`src/rtl/wpm_pkg.sv`:
```
`timescale 1ns / 1ps
// Shared constants, opcode values and controller/datapath interface types.
package wpm_pkg;

	localparam int SAMPLE_W = 32;
	localparam int VAL_W    = 31;
	localparam int SEEN_W   = 64;

	localparam logic [1:0] OP_RECORD = 2'd0;
	localparam logic [1:0] OP_SNAP   = 2'd1;
	localparam logic [1:0] OP_CLEAR  = 2'd2;

	localparam int PCT_LO  = 95;
	localparam int PCT_HI  = 99;
	localparam int PCT_DEN = 100;

	typedef struct packed {
		logic     rec;
		logic     clr;
		logic     nop;
		logic     snap_empty;
		logic     snap_init;
		logic     div_start;
		logic     scan_start;
		logic     scan_issue;
		logic     eval;
		logic     next_cand;
	} cmd_t;

	typedef struct packed {
		logic empty;
		logic div_done;
		logic scan_last;
		logic cand_last;
	} sts_t;

endpackage

```
`src/rtl/wpm_ctrl.sv`:
```
`timescale 1ns / 1ps
// Controller: decodes words and sequences the snapshot scan and mean divide.
module wpm_ctrl (
	input  logic          clk,
	input  logic          arst_n,
	input  logic          start,
	input  logic [1:0]    op,
	output logic          busy,
	output wpm_pkg::cmd_t cmd,
	input  wpm_pkg::sts_t sts
);
	import wpm_pkg::*;

	typedef enum logic [2:0] {
		S_IDLE,
		S_SCAN,
		S_DRAIN,
		S_EVAL,
		S_MEAN
	} state_t;

	state_t state_q;
	state_t state_d;
	logic   busy_q;

	always_comb begin
		cmd     = '0;
		state_d = state_q;
		case (state_q)
			S_IDLE: begin
				if (start) begin
					case (op)
						OP_RECORD: cmd.rec = 1'b1;
						OP_CLEAR:  cmd.clr = 1'b1;
						OP_SNAP: begin
							if (sts.empty) begin
								cmd.snap_empty = 1'b1;
							end else begin
								cmd.snap_init  = 1'b1;
								cmd.scan_start = 1'b1;
								state_d        = S_SCAN;
							end
						end
						default:   cmd.nop = 1'b1;
					endcase
				end
			end
			S_SCAN: begin
				cmd.scan_issue = 1'b1;
				if (sts.scan_last) begin
					state_d = S_DRAIN;
				end
			end
			S_DRAIN: state_d = S_EVAL;
			S_EVAL: begin
				cmd.eval = 1'b1;
				if (sts.cand_last) begin
					cmd.div_start = 1'b1;
					state_d       = S_MEAN;
				end else begin
					cmd.next_cand  = 1'b1;
					cmd.scan_start = 1'b1;
					state_d        = S_SCAN;
				end
			end
			S_MEAN: begin
				if (sts.div_done) begin
					state_d = S_IDLE;
				end
			end
			default: state_d = S_IDLE;
		endcase
	end

	always_ff @(posedge clk or negedge arst_n) begin
		if (!arst_n) begin
			state_q <= S_IDLE;
			busy_q  <= 1'b0;
		end else begin
			state_q <= state_d;
			busy_q  <= (state_d != S_IDLE);
		end
	end

	assign busy = busy_q;

endmodule

```
`config.mk`:
```
export PLATFORM = sky130hd
export DESIGN_NAME = wpm_ctrl
export DESIGN_NICKNAME = d
export VERILOG_FILES = /design/src/rtl/wpm_pkg.sv /design/src/rtl/wpm_ctrl.sv
export SDC_FILE = /design/constraint.sdc
export NUM_CORES = 1
export LEC_CHECK = 0
export BUFFER_PORTS_ARGS = -buffer_cell sky130_fd_sc_hd__buf_2
export CAP_MARGIN = 20
export CORE_AREA = 2 2 39 41
export CTS_BUF_LIST = sky130_fd_sc_hd__clkbuf_8
export CTS_CLUSTER_DIAMETER = 200
export DETAILED_ROUTE_END_ITERATION = 8
export DIE_AREA = 0 0 41 43
export GPL_ROUTABILITY_DRIVEN = 0
export SETUP_SLACK_MARGIN = 0.15
export SYNTH_ARGS = -nofsm -noshare
export SYNTH_HDL_FRONTEND = slang
export SYNTH_SLANG_ARGS = --single-unit
```
`constraint.sdc`:
```
create_clock -name clk -period 1.6 [get_ports clk]
set_input_delay 0.16 -clock clk [delete_from_list [all_inputs] [get_ports clk]]
set_output_delay 0.16 -clock clk [all_outputs]
set_load 0.01 [all_outputs]
```
==> results.md, run 1 <==
Run status:
- The run finished with clean final reports.

Die:
- The number of placement rows is 14.
- During I/O placement, the number of pins put on the boundary was 20.
- The core area is ~1400 sq um.
- The area enclosed by the die boundary is 1763 sq um.
- The horizontal extent of the die is just over 40 microns.
- The chip height is 43 microns.
- The initial utilization of the core area, before any placement, comes to 0.2043.

STA:
- The clock period could shrink to roughly 1600 ps.
- Of the available clock period, the critical path in the final layout requires 0.9785.
- The final max-slew violation count is 0.
- The highest achievable clock rate is ~640 MHz.
- Setup repair after global routing could not meet its margin everywhere.
- The number of endpoints with negative hold slack in the final report is 0.
- The relative slew slack is 0.7511.
- The final count of negative-setup-slack endpoints is 0.
- The transition time at the pin with the least slew margin is approximately 370 ps.
- The clock skew after layout is ~2.1 ps.

Place:
- During placement, the flow inserted port buffers numbering 19.
- Once placement completed, the tool counted placed cells totaling between 60 and 70.

Worst hold path:
- In this run the worst hold path is classified as primary input to flip-flop.
- For hold timing, the worst endpoint is state_q[1]$_DFF_PN0_.
- The hold path depth is 3.
- In this run the most critical hold path is launched from sts[1].

Setup path:
- The critical path contains buffers and inverters numbering 2 combined.
- For the worst setup path, the data arrival time is approximately 1400 ps.
- The type of the setup path with the least slack is flip-flop to output port.
- The setup slack of the worst register-to-register path is 160 ps.
- The critical path runs through a total of 4 cells.
- The signal on the critical path passes through nor4b_4, buf_4, and4b_1, buf_2.
- The family with the most delay on the worst path is simple AND/OR/NAND/NOR gates.
- The startpoint of the most critical register-to-register path is state_q[1]$_DFF_PN0_.
- The startpoint type of the worst setup path is a flip-flop.
- In this design, the stage delay of the slowest critical-path cell is approximately 420 ps.
- The critical path endpoint category is an output port.
- Of all nets on the critical path, the largest fanout is 5.
- The path depth of the worst reg2reg path is 3.
- On the critical path, the stage with the largest delay is an instance of dfrtp_2.
- Data on the critical path is required at its endpoint by approximately 1400 ps.
- The end of the worst register-to-register path is busy$_DFF_PN0_.

Synthesis:
- The netlist area before placement is around 280 sq um.
- The post-synthesis area per instance is 9.751 sq um.
- For this run, the register share of the synthesized area comes to 0.3540.
- The number of distinct library cells after synthesis is 21.
- The Yosys step of the flow raised 0 warnings.
- The gate count after technology mapping is 29.
- The net count of the mapped netlist is 38.
- After synthesis the netlist holds a flip-flop and latch count of 4.

Drt:
- The detailed-routing iteration count for the pre-antenna-repair pass is 3.
- In the final routed layout, each cell accounts on average for 11.39 microns.
- Summing over every cut layer, the via total after detailed routing is ~330.
- In this run, the number of DRC markers left after iteration 0 of detailed routing was 2.
- After detailed routing, the number of remaining DRC violations is 0.
- Wires add up to about 800 microns.
- In the routed layout, each cell is associated on average with a via count of 4.542.
- In this run the remaining antenna-violating nets after routing total 0.

Run:
- The max-capacitance violation count is 0.

Finish:
- The number of standard cells in the final layout excluding fillers is between 70 and 80.
- The number of nets in the finished design is 67.
- The filler cells instantiated in the layout total 150.
- The number of antenna diodes in the final layout is 0.
- Of the cells placed in the final design, the portion with a size suffix greater than 1 is 0.6250.
- The sequential cell area is 102.6 sq um.
- The layout overhead on the synthesized area is 79.65%.
- The utilization after layout is 0.3671.
- The area of combinational cells with multiple inputs is approximately 190 sq um.

GRT:
- Entering global routing, the biggest net connects 9 pins.
- The overall routing resource usage is 0.1133.
- The first global-routing pass estimated roughly 1300 microns of wire.
- The initial antenna violation count was 0.
- The via count of the first global-routing pass is between 300 and 400.
- For this run the aggregate overflow at the end of global routing stands at 0.

Clock network:
- The TritonCTS buffer count is 3.
- The clock drives 4 sinks.
- The clock root buffer master is clkbuf_8.
- The clock latency of the later-clocked register in the worst-skew pair is around 220 ps.
- The maximum buffer depth of the clock tree is 2.
- In this run the number of H-tree levels came out at 1.
- The CTS tree is built.
- Clock-pin slew was measured on the worst setup and hold paths at about 30 ps.

Pwr:
- In this run the power density over the cells is approximately 1500 nW/um^2.
- The peak ir drop on the vdd network is 0.0004206 V.
- The static leakage is around 0.27 nW.
-- logic make-up (layout without fill, tap and decap cells) --
kind of cell	Yosys count	count (layout)	synth area share
compound gates	5	5	0.1062
buf+inv	2	29	0.02656
flops	4	4	0.3540
simple gates	18	18	0.5133
-- worst min-delay path, cell delays in order --
cell	delay (ps)
buf_2	110
nand3b_1	80
a21oi_1	80
-- through the flow --
stage,setup TNS [ps],setup WS [ps],hold slack [ps],power (mW),cell area (sq um)
2_1_floorplan,0,233.4,-135.6,0.3666,282.8
3_3_place_gp,0,197.1,-30.03,0.4800,412.9
3_5_place_dp,0,192.0,-27.72,0.4808,412.9
4_1_cts,0,28.93,231.8,0.7477,501.7
5_1_grt,-42.49,-25.13,254.2,0.8111,508.0
6_report,0,34.40,250.4,0.7466,508.0
-- worst max-delay path by stage --
stage               slack (ps)      to                 start
floorplan                  230  cmd[9]  state_q[2]$_DFF_PN0_
CTS                         30  cmd[6]  state_q[1]$_DFF_PN0_
global placement           200  cmd[9]  state_q[1]$_DFF_PN0_
global route               -30  cmd[6]  state_q[1]$_DFF_PN0_
finish                      30  cmd[6]  state_q[1]$_DFF_PN0_
detailed placement         190  cmd[9]  state_q[1]$_DFF_PN0_
-- synth_stat cells (all sizes together) --
| cell type | number | area (sq um) |
|---|---|---|
| or2 | 1 | 6.260 |
| a21oi | 2 | 10.01 |
| dfrtp | 4 | 100.1 |
| inv | 2 | 7.510 |
| nand3b | 1 | 7.510 |
| and4bb | 1 | 12.51 |
| or4 | 1 | 11.26 |
| nor2 | 2 | 7.510 |
| nor3b | 2 | 15.01 |
| and4b | 1 | 10.01 |
| nor4b | 2 | 23.77 |
| nand2 | 1 | 3.750 |
| o21ai | 1 | 5.000 |
| a31oi | 1 | 6.260 |
| and2 | 1 | 6.260 |
| and3 | 2 | 18.77 |
| a211o | 1 | 8.760 |
| nand2b | 2 | 12.51 |
| and3b | 1 | 10.01 |
-- routing by layer --
metal	up-vias	global-route usage	share of wire	wire length [microns]
met5	-	0	0	0
met4	0	0.06000	0.012	10
met3	2	0.03665	0.085	70
met2	14	0.1781	0.50	414
met1	148	0.1282	0.40	325
li1	163	-	-	-
-- what timing repair did --
action                                  CTS  global route
endpoints found under the hold margin     4             0
pin swaps                                 3             1
endpoints found under the setup margin    6             8
buffers inserted                          2             0
hold buffers                              1             0
gates resized for setup                   5             2
-- cell usage in the layout (no fill, tap or decap) --
cell type / count
dfrtp_1: 2
and3b_2: 1
buf_4: 4
nor3b_2: 1
nor4b_1: 1
or2_1: 1
or4_4: 1
a211o_1: 1
nor3b_1: 1
dlygate4sd3_1: 1
and2_1: 1
and4bb_2: 1
nor2_1: 2
clkbuf_8: 3
a21oi_1: 2
nand2b_1: 2
nand2_1: 1
o21ai_0: 1
and3_2: 1
buf_2: 17
nand3b_1: 1
buf_6: 2
nor4b_4: 1
and4b_1: 1
dfrtp_2: 2
and3_4: 1
a31oi_1: 1
inv_1: 2
-- sequential cells by signal, summed over array words and instances (netlist names) --
name / flops
busy: 1
state_q: 3
-- cell type report --
class / count / area share
clock buffers: 3 / 0.08128
inverters: 2 / 0.01478
multi-input cells: 23 / 0.3719
flip-flops and latches: 4 / 0.2020
well taps: 16 / 0.03941
repair buffers: 24 / 0.2906
-- where the power goes --
group	leakage (nW)	switching [mW]	total (mW)	internal, mW
clock network	0.0216	0.0522	0.213	0.160
logic	0.203	0.146	0.341	0.195
registers	0.0487	0.0468	0.193	0.146
Note: power is estimated with default switching activity, not from simulation.
==> run 2, diff against run 1 <==
GPL_TIMING_DRIVEN = 0   (was unset)
==> results.md, run 2 (synthesized netlist as in run 1, its figures left out) <==
Pwr:
- The total power consumption of the routed design is 0.8236 mW (+10%).
- The peak ir drop on the vdd network is 0.0003733 V (-11%).
- The static leakage is 0.3006 nW (+9.9%).
- The share of total power in sequential cells is 0.228 (-0.031).
- The internal power contribution is 0.5575 mW (+11%).
- The switching component of the power is 0.2661 mW (+8.5%).
- The net switching fraction of the power is 0.3231 (-0.005526).
- The combinational share of power is 0.519 (+0.062).
- The power per cell area is 1459 nW/um^2 (-0.70%).
- The clock network fraction of design power was 0.252 (-0.033).

GRT:
- The via count of the first global-routing pass is 315 (-5.7%).
- The global routing met3 resource utilization is 0.03141 (-0.005236).
- The global-route track usage on met2 is 0.1875 (+0.009375).
- The pin count of the biggest net entering global routing is 9 (unchanged).
- The highest-utilization routing layer at the global route stage is met2.
- The wire length of the first global-routing pass is 1248 microns (-6.2%).
- The initial antenna violation count came to 0 (unchanged).
- The overall routing resource usage is 0.1059 (-0.007446).
- The met1 routing resource usage after global routing is 0.09810 (-0.03010).
- The overflow left after global routing is 0 (unchanged).

Finish:
- The flip-flop count of the largest register, all copies and words added is 3 (unchanged).
- The number of filler cells placed in the layout is 144 (-4.0%).
- The library cells used most frequently in the layout, excluding fill and tap cells, are buf_2 (16), buf_6 (6), buf_4 (5), clkbuf_8 (3), dfrtp_2 (3).
- The number of standard cells in the final layout excluding fillers was 76 (+5.6%).
- The leading cell type in the layout, fill and taps excluded is buf_2.
- The number of nets in the finished design came to 71 (+6.0%).
- The count of inserted antenna diode cells is 0 (unchanged).
- The share of final-layout standard cells stronger than drive strength 1 was 0.7000 (+0.07500).
- The register name with the most flops is state_q.
- The area of combinational cells with multiple inputs is 196.4 sq um (+4.0%).
- The layout overhead on the synthesized area is 99.56%.
- The sequential cell area is 103.9 sq um (+1.2%).

Die:
- The horizontal extent of the die is 41 microns (unchanged).
- The I/O pin total is 20 (unchanged).
- The starting density of the core came to 0.2043 (unchanged).
- The chip height came to 43 microns (unchanged).
- The core area came to 1384 sq um (unchanged).
- The number of placement rows was 14 (unchanged).
- The area enclosed by the die boundary is 1763 sq um (unchanged).

Run status:
- The flow ran to the end, and the final reports show no timing, DRC or antenna violations.

Worst hold path:
- The hold path depth is 3 (unchanged).
- The worst hold path begins at sts[1].
- The type of the most critical hold path is primary input to flip-flop.

Clock network:
- The number of clock sinks seen by CTS is 4 (unchanged).
- TritonCTS built the clock tree.
- The clock transition at the register clock pins on the worst setup and hold paths after CTS came to 30 ps (about the same).
- The number of H-tree branching levels is 1 (unchanged).
- The maximum buffer depth of the clock tree came to 2 (unchanged).
- The clock root buffer master is clkbuf_8.
- The clock latency of the later-clocked register in the worst-skew pair is 210 ps (about the same).
- The TritonCTS buffer count was 3 (unchanged).

Place:
- Detailed placement ended at an HPWL of roughly 570 microns.
- The count of buffers inserted at the top-level ports is 19 (unchanged).
- The number of placed instances with taps included is 64 (-3.0%).

Setup path:
- The maximum fanout along the worst path was 6 (+1).
- The slowest stage of the critical path belongs to the cell dfrtp_2.
- The endpoint identified for the worst register-to-register timing path is busy$_DFF_PN0_.
- The count of buffer and inverter cells on the critical path is 1 (-1).
- In this run the critical register-to-register path is launched from state_q[2]$_DFF_PN0_.
- The highest cell delay on the worst timing path is 420 ps (about the same).
- In this run the worst setup path begins at state_q[1]$_DFF_PN0_.
- The setup slack of the worst register-to-register path is 140 ps (-20 ps).
- The path depth of the worst reg2reg path is 4 (+1).
- The startpoint type of the worst setup path is a flip-flop.
- On the critical path the largest part of the delay comes from simple AND/OR/NAND/NOR gates.
- The critical path endpoint category is an output port.
- The type of the setup path with the least slack is flip-flop to output port.
- The critical path goes through nor4b_4, and4b_1, buf_2.
- In this run the worst setup path terminates at cmd[6].
- The data required time at the worst endpoint is 1440 ps (about the same).
- The number of cells on the critical path is 3 (-1).
- The arrival time at the worst endpoint is 1380 ps (-30 ps).

STA:
- The relative slew slack was 0.7429 (-0.008261).
- The final max-slew violation count came to 0 (unchanged).
- Setup repair after global routing could not meet its margin everywhere.
- The highest achievable clock rate is 649.5 MHz (+1.7%).
- The transition time at the pin with the least slew margin is 380.3 ps (+12.22 ps).
- The final count of negative-setup-slack endpoints is 0 (unchanged).
- The clock skew after layout is 0.5486 ps (-1.589 ps).
- The post-route fraction of the period consumed by the critical path is 0.9623 (-0.01623).
- The final critical-path required period is 1540 ps (-25.97 ps).
- The number of endpoints with negative hold slack in the final report is 0 (unchanged).

Drt:
- The number of DRC markers after the initial detailed-route iteration is 2 (unchanged).
- The via density per instance is 4.566 (+0.53%).
- The count of antenna-violating nets left after detailed routing was 0 (unchanged).
- The remaining design rule violation count is 0 (unchanged).
- The wire length reported by the detailed router is 889 microns (+8.4%).
- The detailed-route wire length per cell is 11.70 microns (+2.7%).
- The detailed-routing iteration count for the pre-antenna-repair pass came to 2 (-1).
- The number of vias after detailed routing is 347 (+6.1%).

Run:
- The max-capacitance violation count is 0 (unchanged).
run 2: repair_timing:
| action | in CTS | in global routing |
|---|---|---|
| buffers inserted | 5 | 3 |
| resized for setup | 6 | 7 |
| hold buffers | 1 | 0 |
| hold endpoints to repair | 4 | 0 |
| pin swaps | 5 | 5 |
| setup endpoints to repair | 6 | 10 |
run 2: worst min-delay path, stage by stage:
cell and delay [ps]:
buf_2 110, nand3b_1 80, a21oi_1 70
run 2: how the worst min path moves through the flow:
| stage | endpoint | slack (ps) |
|---|---|---|
| after CTS | state_q[1]$_DFF_PN0_ | 230 |
| after detailed placement | state_q[0]$_DFF_PN0_ | -30 |
| after global placement | state_q[1]$_DFF_PN0_ | -40 |
| after floorplan | busy$_DFF_PN0_ | -140 |
| after global routing | state_q[1]$_DFF_PN0_ | 270 |
| final | state_q[1]$_DFF_PN0_ | 260 |
run 2: routing by layer:
layer / part of all wire / vias up
met5: 0 / -
met4: 0 / 0
met3: 0.067 / 0
met2: 0.53 / 12
met1: 0.40 / 164
li1: - / 171
run 2: metrics by stage:
step | hold slack (ps) | utilization | setup TNS [ps] | instance area (sq um) | setup slack (ps)
floorplan | -135.6 | - | 0 | 282.8 | 233.4
global placement | -35.86 | 0.2875 | 0 | 397.9 | 66.71
detailed placement | -30.97 | 0.2875 | 0 | 397.9 | 49.98
global route | 265.4 | 0.4078 | -60.32 | 564.3 | -28.95
finish | 257.8 | 0.4078 | 0 | 564.3 | 60.36
CTS | 234.5 | 0.3689 | 0 | 510.5 | 41.84
run 2: layout make-up:
cell class | instances | share of cell area
flip-flops and latches | 4 | 0.1840
well taps | 16 | 0.03548
multi-input cells | 23 | 0.3481
clock buffers | 3 | 0.07317
repair buffers | 28 | 0.3459
inverters | 2 | 0.01330
run 2: power by group through the flow:
stage / clock (mW) / combinational (mW) / sequential, mW
floorplan: 0 / 0.176 / 0.190
global placement: 0 / 0.259 / 0.197
detailed placement: 0 / 0.260 / 0.199
CTS: 0.211 / 0.360 / 0.187
global route: 0.222 / 0.472 / 0.195
finish: 0.208 / 0.428 / 0.188
==> run 3, diff against run 2 <==
RECOVER_POWER = 100   (was unset)
==> results.md, run 3 (synthesized netlist as in run 1, its figures left out) <==
Run status:
- The flow ran to the end, and the final reports show no timing, DRC or antenna violations.

Drt:
- The detailed-routing iteration count for the pre-antenna-repair pass is 2 (unchanged).
- The number of DRC markers after the initial detailed-route iteration is 2 (unchanged).
- The via density per instance was 4.566 (unchanged).
- The detailed-route wire length per cell is 11.75 microns (+0.45%).
- The count of antenna-violating nets left after detailed routing is 0 (unchanged).
- The number of vias after detailed routing was 347 (unchanged).
- The wire length reported by the detailed router was 893 microns (+0.45%).
- The remaining design rule violation count is 0 (unchanged).

GRT:
- The overflow left after global routing came to 0 (unchanged).
- The pin count of the biggest net entering global routing is 9 (unchanged).
- The wire length of the first global-routing pass is 1248 microns (unchanged).
- The overall routing resource usage is 0.1059 (unchanged).
- The via count of the first global-routing pass was 315 (unchanged).
- The initial antenna violation count was 0 (unchanged).

STA:
- The relative slew slack was 0.7442 (+0.001290).
- The post-route fraction of the period consumed by the critical path is 0.9618 (about the same).
- The highest achievable clock rate is 649.8 MHz (about the same).
- The final critical-path required period came to 1539 ps (-0.7303 ps).
- The transition time at the pin with the least slew margin is 378.4 ps (-1.909 ps).
- The number of endpoints with negative hold slack in the final report came to 0 (unchanged).
- The clock skew after layout is 0.5498 ps (+0.001193 ps).
- The final max-slew violation count is 0 (unchanged).
- The final count of negative-setup-slack endpoints is 0 (unchanged).
- Setup repair after global routing could not meet its margin everywhere.
- The worst setup margin was 61.09 ps (+0.7303 ps).

Finish:
- The post-layout instance area was 540.5 sq um (-4.2%).
- The share of final-layout standard cells stronger than drive strength 1 is 0.5833 (-0.1167).
- The number of filler cells placed in the layout is 153 (+6.3%).
- The count of inserted antenna diode cells is 0 (unchanged).
- Leaving out fill and tap cells, the most frequent cells in the layout are buf_2 (12), clkbuf_1 (7), buf_6 (4), buf_4 (4).
- The layout overhead on the synthesized area is 91.15%.
- The leading cell type in the layout, fill and taps excluded is buf_2.
- Counting flops per register, the top entry is state_q.
- The number of nets in the finished design is 71 (unchanged).
- The flip-flop count of the largest register, all copies and words added was 3 (unchanged).

Place:
- The area of placed instances was 397.9 sq um (unchanged).
- The count of buffers inserted at the top-level ports is 19 (unchanged).
- The post-placement worst setup slack came to 49.98 ps (unchanged).
- The placed wire-length estimate after detailed placement is 566.6 microns (unchanged).

Die:
- The starting density of the core came to 0.2043 (unchanged).
- The number of placement rows was 14 (unchanged).
- The I/O pin total is 20 (unchanged).
- The area enclosed by the die boundary came to 1763 sq um (unchanged).
- The core area is 1384 sq um (unchanged).
- The chip height came to 43 microns (unchanged).
- The horizontal extent of the die came to 41 microns (unchanged).

Clock network:
- The TritonCTS buffer count is 3 (unchanged).
- The tree is rooted in a clkbuf_8.
- The number of clock sinks seen by CTS was 4 (unchanged).
- The number of H-tree branching levels is 1 (unchanged).
- The clock transition at the register clock pins on the worst setup and hold paths after CTS is 30 ps (about the same).
- The CTS tree is built.
- The clock latency of the later-clocked register in the worst-skew pair was 210 ps (about the same).
- The maximum buffer depth of the clock tree is 2 (unchanged).

Setup path:
- The arrival time at the worst endpoint was 1380 ps (about the same).
- The maximum fanout along the worst path is 6 (unchanged).
- The startpoint type of the worst setup path is a flip-flop.
- The data required time at the worst endpoint is 1440 ps (about the same).
- The type of the setup path with the least slack is flip-flop to output port.
- The critical path endpoint category is an output port.

Pwr:
- The peak ir drop on the vdd network is 0.0003673 V (-1.6%).
- The power per cell area is 1474 nW/um^2 (+0.97%).
- The static leakage is 0.2730 nW (-9.2%).

Run:
- The max-capacitance violation count is 0 (unchanged).

Worst hold path:
- The type of the most critical hold path is primary input to flip-flop.
==> run 3: repair_timing <==
action                                  CTS  global route
hold buffers                              1             0
endpoints found under the setup margin    6            10
gates resized for setup                   6             7
hold endpoints to repair                  4             0
pin swaps                                 5             5
buffers inserted                          5             3
==> run 3: layout make-up <==
cell class	instances	area, sq um	area share
Clock buffer	3	41.29	0.07639
Tap cell	16	20.02	0.03704
Inverter	2	7.507	0.01389
Multi-Input combinational cell	23	196.4	0.3634
Timing Repair Buffer	28	171.4	0.3171
Sequential cell	4	103.9	0.1921
==> run 3: report_power, final <==
group          leakage, nW  switching, mW  internal [mW]  total (mW)
Sequential          0.0471         0.0403          0.147       0.188
Combinational        0.204          0.178          0.223       0.401
Clock               0.0216         0.0478          0.160       0.208
==> run 3: per-layer routing <==
layer	GRT usage	wire (microns)
met5	0	0
met4	0.06000	0
met3	0.03141	61
met2	0.1875	472
met1	0.09810	360
==> run 3: path summary, 6_finish.rpt <==
check / depth (start not counted) / from / slack, ps / to
max: 3 / state_q[1]$_DFF_PN0_ / 60 / cmd[6]
min: 3 / sts[1] / 260 / state_q[1]$_DFF_PN0_
max reg2reg: 5 / state_q[1]$_DFF_PN0_ / 110 / busy$_DFF_PN0_
min reg2reg: 1 / state_q[2]$_DFF_PN0_ / 550 / state_q[1]$_DFF_PN0_
max in group asynchronous: 2 / arst_n / 1090 / state_q[1]$_DFF_PN0_
min in group asynchronous: 2 / arst_n / 310 / busy$_DFF_PN0_
==> run 3: critical path: stages (launching register included) <==
cell	delay, ps
dfrtp_2	420
nor4b_4	380
and4b_1	240
buf_2	130
==> run 3: metrics by stage <==
step / hold slack (ps) / instances / power, mW / setup TNS (ps) / utilization
2_1_floorplan: -135.6 / 29 / 0.3666 / 0 / -
3_3_place_gp: -35.86 / 64 / 0.4557 / 0 / 0.2875
3_5_place_dp: -30.97 / 64 / 0.4594 / 0 / 0.2875
4_1_cts: 234.5 / 73 / 0.7589 / 0 / 0.3689
5_1_grt: 265.9 / 76 / 0.8608 / -60.32 / 0.3906
6_report: 263.1 / 76 / 0.7965 / 0 / 0.3906
